[src/rtl/oad_pkg.sv]
// Shared constants, types and score arithmetic for the overlap alignment block.
package oad_pkg;

  localparam int MAX_LEN = 256;
  localparam int SYM_W   = 8;
  localparam int IDX_W   = $clog2(MAX_LEN);
  localparam int LEN_W   = $clog2(MAX_LEN + 1);
  localparam int PIDX_W  = $clog2(2 * MAX_LEN);
  localparam int PCNT_W  = 10;
  localparam int SC_W    = 15;
  localparam int CFG_W   = 5;
  localparam int CIDX_W  = 2;
  localparam int BEST_W  = 12;

  localparam logic signed [SC_W-1:0] NEG_INF = {1'b1, {(SC_W-1){1'b0}}};
  localparam logic signed [SC_W:0]   SC_MAX  = {2'b00, {(SC_W-1){1'b1}}};
  localparam logic signed [SC_W:0]   SC_MIN  = {2'b11, {(SC_W-2){1'b0}}, 1'b1};
  localparam logic signed [SC_W-1:0] BEST_MAX = SC_W'((1 << BEST_W) - 1);

  localparam logic [2:0] REQ_APPEND_A = 3'd0;
  localparam logic [2:0] REQ_APPEND_B = 3'd1;
  localparam logic [2:0] REQ_RUN      = 3'd2;
  localparam logic [2:0] REQ_READ     = 3'd3;
  localparam logic [2:0] REQ_CLEAR    = 3'd4;

  localparam logic [1:0] OP_DIAG = 2'd0;
  localparam logic [1:0] OP_LEFT = 2'd1;
  localparam logic [1:0] OP_UP   = 2'd2;

  localparam logic KIND_SUMMARY = 1'b0;
  localparam logic KIND_COLUMN  = 1'b1;

  localparam logic [1:0] ST_OK       = 2'd0;
  localparam logic [1:0] ST_OVERFLOW = 2'd1;
  localparam logic [1:0] ST_NO_COL   = 2'd2;

  localparam logic [CIDX_W-1:0] CFG_MATCH    = 2'd0;
  localparam logic [CIDX_W-1:0] CFG_MISMATCH = 2'd1;
  localparam logic [CIDX_W-1:0] CFG_GAP      = 2'd2;

  typedef struct packed {
    logic load_a;
    logic load_b;
    logic clear;
    logic run_start;
    logic row_prep;
    logic fill;
    logic tb_op;
    logic post_run;
    logic post_col;
  } oad_cmd_t;

  typedef struct packed {
    logic empty;
    logic row_end;
    logic last_row;
    logic tb_end;
    logic out_free;
  } oad_stat_t;

  typedef enum logic [6:0] {
    S_IDLE     = 7'b0000001,
    S_ROW_PREP = 7'b0000010,
    S_CELL     = 7'b0000100,
    S_TB_RD    = 7'b0001000,
    S_TB_OP    = 7'b0010000,
    S_POST_RUN = 7'b0100000,
    S_POST_COL = 7'b1000000
  } oad_state_t;

  // Saturating add; minus infinity stays minus infinity.
  function automatic logic signed [SC_W-1:0] add_sc(input logic signed [SC_W-1:0] x,
                                                      input logic signed [CFG_W-1:0] d);
    logic signed [SC_W:0] s;
    s = {x[SC_W-1], x} + {{(SC_W+1-CFG_W){d[CFG_W-1]}}, d};
    if (x == NEG_INF) begin
      return NEG_INF;
    end else if (s > SC_MAX) begin
      return SC_MAX[SC_W-1:0];
    end else if (s < SC_MIN) begin
      return SC_MIN[SC_W-1:0];
    end
    return s[SC_W-1:0];
  endfunction

endpackage

[src/rtl/oad_ctrl.sv]
// Sequencer for loads, matrix fill, traceback and result posting.
module oad_ctrl (
  input  logic               clk,
  input  logic               rst_n,
  input  logic               in_valid,
  input  logic [2:0]         in_req,
  output logic               in_ready,
  input  oad_pkg::oad_stat_t stat,
  output oad_pkg::oad_cmd_t  cmd
);
  import oad_pkg::*;

  oad_state_t state_r, state_nxt;
  logic       take;

  assign in_ready = (state_r == S_IDLE);
  assign take     = in_ready && in_valid;

  always_comb begin
    cmd           = '0;
    state_nxt     = state_r;
    cmd.row_prep  = (state_r == S_ROW_PREP);
    cmd.fill      = (state_r == S_CELL);
    cmd.tb_op     = (state_r == S_TB_OP);
    cmd.post_run  = (state_r == S_POST_RUN);
    cmd.post_col  = (state_r == S_POST_COL);
    case (state_r)
      S_IDLE: begin
        if (take) begin
          case (in_req)
            REQ_APPEND_A: cmd.load_a = 1'b1;
            REQ_APPEND_B: cmd.load_b = 1'b1;
            REQ_CLEAR:    cmd.clear = 1'b1;
            REQ_RUN: begin
              cmd.run_start = 1'b1;
              state_nxt = stat.empty ? S_TB_RD : S_ROW_PREP;
            end
            REQ_READ:     state_nxt = S_POST_COL;
            default:      state_nxt = S_IDLE;
          endcase
        end
      end
      S_ROW_PREP: state_nxt = S_CELL;
      S_CELL: begin
        if (stat.row_end) begin
          state_nxt = stat.last_row ? S_TB_RD : S_ROW_PREP;
        end
      end
      S_TB_RD:    state_nxt = stat.tb_end ? S_POST_RUN : S_TB_OP;
      S_TB_OP:    state_nxt = S_TB_RD;
      S_POST_RUN: if (stat.out_free) state_nxt = S_IDLE;
      S_POST_COL: if (stat.out_free) state_nxt = S_IDLE;
      default:    state_nxt = S_IDLE;
    endcase
  end

  always_ff @(posedge clk) begin
    if (!rst_n) begin
      state_r <= S_IDLE;
    end else begin
      state_r <= state_nxt;
    end
  end

endmodule

[config.mk]
export PLATFORM = sky130hd
export DESIGN_NAME = oad_ctrl
export DESIGN_NICKNAME = d
export VERILOG_FILES = /design/src/rtl/oad_pkg.sv /design/src/rtl/oad_ctrl.sv
export SDC_FILE = /design/constraint.sdc
export NUM_CORES = 1
export LEC_CHECK = 0
export ABC_AREA = 1
export BUFFER_PORTS_ARGS = -buffer_cell sky130_fd_sc_hd__buf_2
export CELL_PAD_IN_SITES_DETAIL_PLACEMENT = 1
export CELL_PAD_IN_SITES_GLOBAL_PLACEMENT = 1
export CORE_MARGIN = 2
export CORE_UTILIZATION = 31
export DETAILED_ROUTE_END_ITERATION = 6
export PLACE_DENSITY = 0.75
export SLEW_MARGIN = 20
export SYNTH_ARGS = -nofsm -noshare
export SYNTH_HDL_FRONTEND = slang
export SYNTH_SLANG_ARGS = --single-unit
[constraint.sdc]
create_clock -name clk -period 1.6 [get_ports clk]
set_input_delay 0.16 -clock clk [delete_from_list [all_inputs] [get_ports clk]]
set_output_delay 0.16 -clock clk [all_outputs]
set_load 0.02 [all_outputs]
==> summary.md, run 1 <==
| Metric | Value |
|---|---|
| Longest Clk Path Bufs | `2` |
| Unique cell type count in the Yosys netlist | `18` |
| CP Data Required Time | `1440 ps` |
| Root Driver | `clkbuf_4` |
| Post-DP HPWL | `1420 um` |
| Area contributors post-synth | `dfxtp_1, nand2_1, nand3_1, inv_1, nor2_1` |
| Count leader, synth | `nand2_1` |
| Core footprint | `1780 sq um` |
| Starting Density | `33.8%` |
| Clock sink count | `7` |
| Avg Inst Size Synth | `6.02 sq um` |
| Fin util | `51.5%` |
| Startpoint types | `flop` |
| Worst R2R Setup Slack | `100 ps` |
| Largest register by flop count | `state_r` |
| Tmin final | `1600 ps` |
| Initial antenna violation count | `0` |
| Reg2reg path depth | `11` |
| Actual slew at the worst max-slew pin | `266 ps` |
| Reg-to-Reg End | `state_r[3]` |
| Maximum vdd ir drop | `436 uV` |
| Layout cells sized above 1 | `54.0%` |
| Fmax | `626 MHz` |
| Synth async-reset ratio | `0%` |
| Die Width | `48.1 um` |
| Top cells by count, synth | `nand2_1, inv_1, nor2_1` |
| Post-synthesis sequential area ratio | `23.3%` |
| Worst-skew pair later-pin latency | `270 ps` |
| CTS tree | `done` |
| Worst-path fanout max | `2` |
| #FFs+latches synth | `7` |
| Die footprint | `2310 sq um` |
| Hold Path Origin | `stat[1]` |
| Dpl ws | `156 ps` |
| DR pass1 iterations | `4` |
| Max Transition Viols Final | `0` |
| Post-synth top flop | `dfxtp_1` |
| Number of H-tree levels | `1` |
| MaxCap Viol Count | `0` |
| Hold_ws | `64.5 ps` |
| Final Non-Filler Cells | `162` |
| Setup-failing EPs final | `0` |
| # rows | `15` |
| Final ANT Viol Nets | `0` |
| Top cell type's share of synthesized area | `23.3%` |
| Biggest regs | `state_r (7)` |
| Fin nets | `149` |
| Overall power | `822 uW` |
| Final Cycle Share | `99.8%` |
| Setup CP Type | `flop to output port` |
| Number of enable flip-flop cells after synthesis | `0` |
| Crit. End Element | `output port` |
| Hold crit path type | `input pin to flop` |
| Antenna fix cells | `0` |
| Area leader, netlist | `dfxtp_1` |
| Final WL | `1990 um` |
| Via density | `4.67` |
| Crit-path cells | `inv_4 > nand2_2 > nor2_4 > nand2_2 > nor2_4 > inv_2 > nor4_2 > buf_4` |
| Syn Nets | `111` |
| R2r startpoint | `state_r[2]` |
| Min-Delay Path Depth | `2` |
| First-pass GRT wire length | `2900 um` |
| Hold buffers post-CTS | `0` |
| Bufs and invs on worst path | `3` |
| DRC errors left | `0` |
| Clock Pin Slew Worst Setup and Hold Paths | `60 ps` |
| Hold Crit Endpoint | `state_r[4]` |
| Max FFs per register | `7` |
| GRT overflow | `0` |
| DR vias | `756` |
| Largest net degree at the start of global routing | `7` |
| CTS Buf Count | `3` |
| Vias in the first global route | `711` |
| Layout Skew | `10.4 ps` |
| Leakage | `0.000465 uW` |
| DR iter-0 viols | `8` |
| Critical Path AT | `1440 ps` |
| Pwr dens | `895 nW/um^2` |
| Status | `finished clean` |
| Crit path launch | `state_r[5]` |
| Placed Instances | `145` |
| Total Routing Usage GR | `18.7%` |
| Critical path's slowest cell | `dfxtp_2` |
| Ys Warns | `0` |
| RSZ-0062 raised after global routing | `true` |
| Die Y | `48.1 um` |
| Mapped Cells | `100` |
| Top cell family by delay on the critical path | `simple AND/OR/NAND/NOR gates` |
| Crit-path max cell delay | `340 ps` |
| Final WS setup | `3.77 ps` |
| CP Depth | `8` |
| IO Count | `21` |
| Area added between synthesis and finish | `52.6%` |
| DR WL/cell | `12.3 um` |
| Synthesized area | `602 sq um` |
| Port Buffers | `20` |
| Final hold viol count | `0` |
| Worst rel slew slack | `82.1%` |
| GP Congestion | `0.681` |
-- repair_timing --
item                       in CTS  in global routing
resized for setup              16                  9
setup endpoints to repair       4                  5
pin swaps                       7                  1
buffers inserted               10                  3
-- through the flow --
step           setup TNS [ps]  area (sq um)
2_1_floorplan               0           602
4_1_cts                     0           868
6_report                    0           918
5_1_grt                  -264           918
3_3_place_gp                0           733
3_5_place_dp                0           733
-- how the worst max path moves through the flow --
stage | end | slack (ps)
floorplan | cmd[7] | 130
global placement | cmd[5] | 170
detailed placement | cmd[7] | 160
CTS | cmd[7] | 0.6
global route | cmd[5] | -110
finish | cmd[5] | 4
-- kinds of logic after synthesis --
logic type | after synthesis | synth area share, %
buf+inv | 20 | 12.5
simple gates | 67 | 57.4
flops | 7 | 23.3
compound gates | 6 | 6.86
-- power by group --
part / switching, uW / leakage (uW) / internal (uW)
Sequential: 13.9 / 0.0000585 / 190
Clock: 79.7 / 0.0000150 / 96.0
Combinational: 258 / 0.000391 / 185
-- per-layer routing --
| metal | vias up | GRT usage, % | share of wire, % | routed length (um) |
|---|---|---|---|---|
| met2 | 14 | 33.3 | 55 | 1100 |
| met1 | 354 | 22.1 | 41 | 816 |
| li1 | 386 | - | - | - |
| met5 | - | 0 | 0 | 0 |
| met3 | 2 | 4.53 | 3.0 | 59 |
| met4 | 0 | 4.86 | 0.86 | 17 |
-- final cells by class --
type	instances	area, sq um
clock buffer	4	26.3
fill	249	865
inverter	20	77.6
multi-input combinational	73	432
sequential	7	146
tap	25	31.3
timing repair buffer	33	205
-- cells in the final DEF, fill, tap and decap left out, drive strengths merged --
cell / synthesis / layout
o21ai: 2 / 2
buf: 0 / 33
nand3: 15 / 15
a21oi: 4 / 4
clkbuf: 0 / 4
nor3: 3 / 3
dfxtp: 7 / 7
nor2: 22 / 22
nand2: 24 / 24
inv: 20 / 20
nor4: 3 / 3
Note: power is estimated with default switching activity, not from simulation.
==> run 2, diff against run 1 <==
--- a/config.mk
+++ b/config.mk
@@ -11,6 +11,7 @@
 export CELL_PAD_IN_SITES_GLOBAL_PLACEMENT = 1
 export CORE_MARGIN = 2
 export CORE_UTILIZATION = 31
+export CTS_BUF_LIST = sky130_fd_sc_hd__clkbuf_16
 export DETAILED_ROUTE_END_ITERATION = 6
 export PLACE_DENSITY = 0.75
 export SLEW_MARGIN = 20
==> constraint.sdc (replaced) <==
create_clock -name clk -period 1.6 [get_ports clk]
set_input_delay 0.16 -clock clk [delete_from_list [all_inputs] [get_ports clk]]
set_output_delay 0.16 -clock clk [all_outputs]
set_load 0.01 [all_outputs]
==> run 2 against run 1 <==
Compared with the run above: the flow now finishes with violations (setup timing); fmax decreased by 1.7%; hold slack better by 46 ps; combinational power decreased by 14%; total power rose by 21%; design area is 1.2% lower; non-clock buffer count shrank 5; sequential cell count stayed put; register-to-register slack improved by 100 ps; first-iteration DRC count decreased by 13%; critical path depth unchanged; die area is the same; count of clock-buffer cells in the layout is 1 lower; largest cell class unchanged; largest power group is now the clock network.
==> summary.md, run 2 (same netlist as run 1, synthesis figures left out) <==
| Metric | Value |
|---|---|
| Worst R2R Setup Slack | `200 ps (was 100 ps)` |
| Multi-input logic area | `414 sq um (was 432 sq um)` |
| Die Width | `48.1 um (unchanged)` |
| GP Congestion | `0.681 (unchanged)` |
| Layout Skew | `1.44 ps (was 10.4 ps)` |
| Status | `finished, violations left (was finished clean)` |
| CP Capture Point | `cmd[5] (unchanged)` |
| Pwr dens | `1100 nW/um^2 (was 895 nW/um^2)` |
| Violated checks | `setup timing` |
| Bufs and invs on worst path | `3 (unchanged)` |
| CP Data Required Time | `1440 ps (about the same)` |
| Layout cells sized above 1 | `49.2% (was 54.0%)` |
| Max FFs per register | `7 (unchanged)` |
| Crit. End Element | `output port (unchanged)` |
| Hold crit path type | `input pin to flop (unchanged)` |
| Port Buffers | `20 (unchanged)` |
| Setup CP Type | `flop to output port (unchanged)` |
| Setup-failing EPs final | `1 (was 0)` |
| DR WL/cell | `12.8 um (was 12.3 um)` |
| Critical path's slowest cell | `dfxtp_4 (was dfxtp_2)` |
| Final hold viol count | `0 (unchanged)` |
| Final ANT Viol Nets | `0 (unchanged)` |
| Via density | `4.69 (was 4.67)` |
| R2r startpoint | `state_r[3] (was state_r[2])` |
| Total Routing Usage GR | `18.7% (about the same)` |
| Max Transition Viols Final | `0 (unchanged)` |
| Clock Pin Slew Worst Setup and Hold Paths | `40 ps (was 60 ps)` |
| Fin nets | `144 (was 149)` |
| Crit-path cells | `inv_2 > nand2_2 > nor2_4 > nand2_2 > nor2_4 > inv_2 > nor4_2 > buf_2 (was inv_4 > nand2_2 > nor2_4 > nand2_2 > nor2_4 > inv_2 > nor4_2 > buf_4)` |
| Largest register by flop count | `state_r (unchanged)` |
| Worst rel slew slack | `81.5% (was 82.1%)` |
| Worst-skew pair later-pin latency | `230 ps (was 270 ps)` |
| Root Driver | `clkbuf_16 (was clkbuf_4)` |
| Leakage | `0.000462 uW (was 0.000465 uW)` |
| Clock sink count | `7 (unchanged)` |
| MaxCap Viol Count | `0 (unchanged)` |
| Number of H-tree levels | `1 (unchanged)` |
| Final WL | `2020 um (was 1990 um)` |
| DR pass1 iterations | `4 (unchanged)` |
| Crit path launch | `state_r[2] (was state_r[5])` |
| Largest net degree at the start of global routing | `7 (unchanged)` |
| Fmax | `616 MHz (was 626 MHz)` |
| Biggest regs | `state_r (7) (unchanged)` |
| Tmin final | `1620 ps (was 1600 ps)` |
| Final Cycle Share | `102% (was 99.8%)` |
| Starting Density | `33.8% (unchanged)` |
| Reg-to-Reg End | `state_r[0] (was state_r[3])` |
| DR iter-0 viols | `7 (was 8)` |
| Longest Clk Path Bufs | `2 (unchanged)` |
| Post-DP HPWL | `1430 um (was 1420 um)` |
| RSZ-0062 raised after global routing | `true (unchanged)` |
| Crit-path max cell delay | `350 ps (was 340 ps)` |
| Core footprint | `1780 sq um (unchanged)` |
| Fin util | `50.9% (was 51.5%)` |
| GRT overflow | `0 (unchanged)` |
| Commonest non-fill, non-tap cells in the layout | `buf_2, nand2_1, inv_1 (was buf_2, nand2_1, buf_4)` |
| Initial antenna violation count | `0 (unchanged)` |
| IO Count | `21 (unchanged)` |
| CTS tree | `done (unchanged)` |
| Commonest non-fill, non-tap cell in the layout | `buf_2 (unchanged)` |
| DR vias | `737 (was 756)` |
| Vias in the first global route | `703 (was 711)` |
| Overall power | `998 uW (was 822 uW)` |
| Final WS setup | `-24.1 ps (was 3.77 ps)` |
| Actual slew at the worst max-slew pin | `275 ps (was 266 ps)` |
| CP Depth | `8 (unchanged)` |
| Antenna fix cells | `0 (unchanged)` |
| DRC errors left | `0 (unchanged)` |
| Die Y | `48.1 um (unchanged)` |
| Maximum vdd ir drop | `792 uV (was 436 uV)` |
| Area added between synthesis and finish | `50.7% (was 52.6%)` |
| Top cell family by delay on the critical path | `simple AND/OR/NAND/NOR gates (unchanged)` |
| Die footprint | `2310 sq um (unchanged)` |
| Reg2reg path depth | `9 (was 11)` |
| Worst-path fanout max | `4 (was 2)` |
| First-pass GRT wire length | `2930 um (was 2900 um)` |
| CTS Buf Count | `3 (unchanged)` |
| # rows | `15 (unchanged)` |
| Startpoint types | `flop (unchanged)` |
| Register area | `148 sq um (was 146 sq um)` |
| Filler instances | `252 (was 249)` |
| Critical Path AT | `1460 ps (was 1440 ps)` |
run 2: changes by cell type in the layout (fill, tap and decap cells not counted), moves of 2 or more:
cell and change:
buf_2 +3, buf_4 -8, clkbuf_16 +3, clkbuf_4 -3
dfxtp_2 -2, nand2_1 +2, nand2_2 -2, nor2_4 -2
run 2: per-layer routing:
metal  vias up  wire length, um  track usage, %
met3         2               57            4.53
met2        12             1150            32.8
li1        378                -               -
met4         0               10            3.24
met1       345              795            23.2
met5         -                0               0
run 2: layout make-up:
cell class                      count  share of cell area [%]
Inverter                           20                    8.28
Multi-Input combinational cell     73                    45.7
Sequential cell                     7                    16.3
Timing Repair Buffer               28                    17.7
Clock buffer                        3                    8.28
Clock inverter                      1                   0.414
Tap cell                           25                    3.45
run 2: worst min path at each step:
stage | depth (start not counted) | from | slack [ps] | end
2_1_floorplan | 1 | stat[1] | 240 | state_r[4]
3_3_place_gp | 2 | stat[1] | 340 | state_r[4]
3_5_place_dp | 2 | stat[1] | 350 | state_r[4]
4_1_cts | 2 | stat[1] | 110 | state_r[4]
5_1_grt | 2 | stat[1] | 120 | state_r[4]
6_report | 2 | stat[1] | 110 | state_r[4]
run 2: repair_timing:
item | 4_1_cts | 5_1_grt
hold buffers | 0 | 0
pin swaps | 3 | 5
gates resized for setup | 2 | 14
buffers inserted | 4 | 4
endpoints found under the setup margin | 4 | 4
run 2: stage by stage:
step	setup TNS, ps	instances	instance area, sq um	hold slack [ps]	setup slack, ps
CTS	0	153	845	108	1.14
global route	-138	157	907	116	-124
floorplan	0	100	602	237	323
global placement	0	145	733	342	207
finish	-24.1	157	907	111	-24.1
detailed placement	0	145	733	346	183
run 2: report_power, final:
part,switching [uW],total (uW),internal (uW),leakage [uW]
Sequential,13.9,203,189,0.0000583
Combinational,231,378,146,0.000361
Clock,92.2,417,325,0.0000423
Total,338,998,660,0.000462
run 2: worst reg2reg max path, cell delays in order, from the launching register on:
cell and delay [ps]:
dfxtp_2 320, buf_4 130, nor2_2 160, nand2_2 130
nor2_2 170, nor2_1 100, nand3_2 90, nand2_1 50
nand2_1 50, nand3_1 70
==> run 3, diff against run 2 <==
--- a/config.mk
+++ b/config.mk
@@ -13,7 +13,7 @@
 export CORE_UTILIZATION = 31
 export CTS_BUF_LIST = sky130_fd_sc_hd__clkbuf_16
 export DETAILED_ROUTE_END_ITERATION = 6
-export PLACE_DENSITY = 0.75
+export PLACE_DENSITY_LB_ADDON = 0.3
 export SLEW_MARGIN = 20
 export SYNTH_ARGS = -nofsm -noshare
 export SYNTH_HDL_FRONTEND = slang
==> run 3 against run 2 <==
Compared with the run above: hold slack gained 30 ps; the flow now finishes without violations; critical path depth is the same; largest cell class unchanged; first-iteration DRC count up 71%; final cell count shrank 1.3%; routed wire length decreased by 3.1%; count of clock-buffer cells in the layout unchanged; non-clock buffer count down 2; fmax rose by 4.8%; worst setup slack better by 75 ps.
==> summary.md, run 3 (same netlist as run 1, synthesis figures left out) <==
| Metric | Value |
|---|---|
| Status | `finished clean (was finished, violations left)` |
| CTS Buf Count | `3 (unchanged)` |
| Final Cell Area | `911 sq um (was 907 sq um)` |
| Root Driver | `clkbuf_16 (unchanged)` |
| Hold crit path type | `input pin to flop (unchanged)` |
| Largest net degree at the start of global routing | `7 (unchanged)` |
| Tmin final | `1550 ps (was 1620 ps)` |
| Reg-to-Reg End | `state_r[0] (unchanged)` |
| Actual slew at the worst max-slew pin | `277 ps (was 275 ps)` |
| R2r startpoint | `state_r[3] (unchanged)` |
| Longest Clk Path Bufs | `2 (unchanged)` |
| Starting Density | `33.8% (unchanged)` |
| CTS tree | `done (unchanged)` |
| Final ANT Viol Nets | `0 (unchanged)` |
| Setup-failing EPs final | `0 (was 1)` |
| Fmax | `645 MHz (was 616 MHz)` |
| DR iter-0 viols | `12 (was 7)` |
| Fin nets | `142 (was 144)` |
| Die footprint | `2310 sq um (unchanged)` |
| Worst-skew pair later-pin latency | `230 ps (about the same)` |
| Reg2reg path depth | `10 (was 9)` |
| CP Data Required Time | `1440 ps (about the same)` |
| RSZ-0062 raised after global routing | `true (unchanged)` |
| Max FFs per register | `7 (unchanged)` |
| Cell Area, Placed | `733 sq um (unchanged)` |
| Hold buffers post-CTS | `0 (unchanged)` |
| Port Buffers | `20 (unchanged)` |
| Total Routing Usage GR | `17.8% (was 18.7%)` |
| Core footprint | `1780 sq um (unchanged)` |
| Worst-path fanout max | `5 (was 4)` |
| Commonest non-fill, non-tap cell in the layout | `buf_2 (unchanged)` |
| Area added between synthesis and finish | `51.4% (was 50.7%)` |
| Leakage | `0.000457 uW (was 0.000462 uW)` |
| Vias in the first global route | `648 (was 703)` |
| Largest register by flop count | `state_r (unchanged)` |
| Crit. End Element | `output port (unchanged)` |
| Final WL | `1950 um (was 2020 um)` |
| Post-DP HPWL | `1420 um (was 1430 um)` |
| Max Transition Viols Final | `0 (unchanged)` |
| Antenna fix cells | `0 (unchanged)` |
| Clock sink count | `7 (unchanged)` |
| Layout Skew | `1.26 ps (was 1.44 ps)` |
| Maximum vdd ir drop | `611 uV (was 792 uV)` |
| Worst R2R Setup Slack | `160 ps (was 200 ps)` |
| CP Capture Point | `cmd[7] (was cmd[5])` |
| IO Count | `21 (unchanged)` |
| Pwr dens | `1110 nW/um^2 (was 1100 nW/um^2)` |
| First-pass GRT wire length | `2760 um (was 2930 um)` |
| MaxCap Viol Count | `0 (unchanged)` |
| Setup CP Type | `flop to output port (unchanged)` |
| Final hold viol count | `0 (unchanged)` |
| Final TNS setup | `0 ps (was -24.1 ps)` |
| Crit path launch | `state_r[6] (was state_r[2])` |
| DR vias | `726 (was 737)` |
| GP Congestion | `0.705 (was 0.681)` |
| Final Cycle Share | `96.8% (was 102%)` |
| Layout cells sized above 1 | `50.0% (was 49.2%)` |
| Die Width | `48.1 um (unchanged)` |
| Biggest regs | `state_r (7) (unchanged)` |
| DRC errors left | `0 (unchanged)` |
| Via density | `4.68 (was 4.69)` |
| Min-Delay Path Depth | `2 (unchanged)` |
| DR WL/cell | `12.6 um (was 12.8 um)` |
| Die Y | `48.1 um (unchanged)` |
| Worst rel slew slack | `81.4% (was 81.5%)` |
| Clock Pin Slew Worst Setup and Hold Paths | `40 ps (about the same)` |
| Initial antenna violation count | `0 (unchanged)` |
| Startpoint types | `flop (unchanged)` |
| Critical Path AT | `1390 ps (was 1460 ps)` |
| GRT overflow | `0 (unchanged)` |
| Filler instances | `243 (was 252)` |
| # rows | `15 (unchanged)` |
| DR pass1 iterations | `4 (unchanged)` |
| Commonest non-fill, non-tap cells in the layout | `buf_2, nand2_1, inv_1 (unchanged)` |
| Number of H-tree levels | `1 (unchanged)` |
==> run 3: cell count changes in the layout (fill, tap and decap cells not counted) <==
cell     before  now
buf_4         8    6
dfxtp_1       3    2
dfxtp_2       3    5
dfxtp_4       1    0
inv_1        14   15
inv_2         7    4
inv_4         0    2
nand2_1      18   17
nand2_4       0    1
nor2_1       13   12
nor2_4        4    5
==> run 3: layout make-up <==
class	instances	area [sq um]	share of cell area, %
clock buffers	3	75.1	8.24
clock inverters	1	3.75	0.412
inverters	20	80.1	8.79
multi-input cells	73	429	47.1
flip-flops and latches	7	146	16.1
well taps	25	31.3	3.43
repair buffers	26	145	15.9
==> run 3: metal layers <==
metal  global-route usage, %  part of all wire, %  vias to the layer above
met3                    5.66                  4.4                        4
met2                    31.2                   51                       16
li1                        -                    -                      374
met4                    3.24                 0.87                        0
met1                    21.5                   44                      332
met5                       0                    0                        -
==> run 3: worst max-delay path, stage by stage (launching register included) <==
cell and delay, ps:
dfxtp_2 320, inv_4 90, nand2_4 60, nor2_4 130, nand2_2 80, nor2_4 120, nand2_2 70, nor3_2 130
buf_2 140
==> run 3: what timing repair did <==
action,4_1_cts,5_1_grt
setup buffers,1,5
endpoints found under the hold margin,0,0
gates resized for setup,2,19
pin swaps,0,7
endpoints found under the setup margin,4,4
==> run 3: how the worst min path moves through the flow <==
stage,startpoint,to
after floorplan,stat[1],state_r[4]
after global placement,stat[1],state_r[4]
after detailed placement,stat[1],state_r[4]
after CTS,stat[1],state_r[4]
after global routing,stat[1],state_r[4]
final,stat[1],state_r[4]
==> run 3: per-stage QoR <==
step	power [uW]	std cells	hold slack, ps	worst slack (ps)	util [%]
2_1_floorplan	425	100	237	323	-
3_3_place_gp	495	145	344	198	41.1
3_5_place_dp	506	145	351	188	41.1
4_1_cts	963	150	134	10.3	46.2
5_1_grt	1060	155	133	-52.5	51.1
6_report	1010	155	140	50.6	51.1
==> run 3: power by group <==
part	internal, uW	switching [uW]	total (uW)
logic	142	230	372
registers	192	15.8	208
clock network	326	105	431
total	660	351	1010
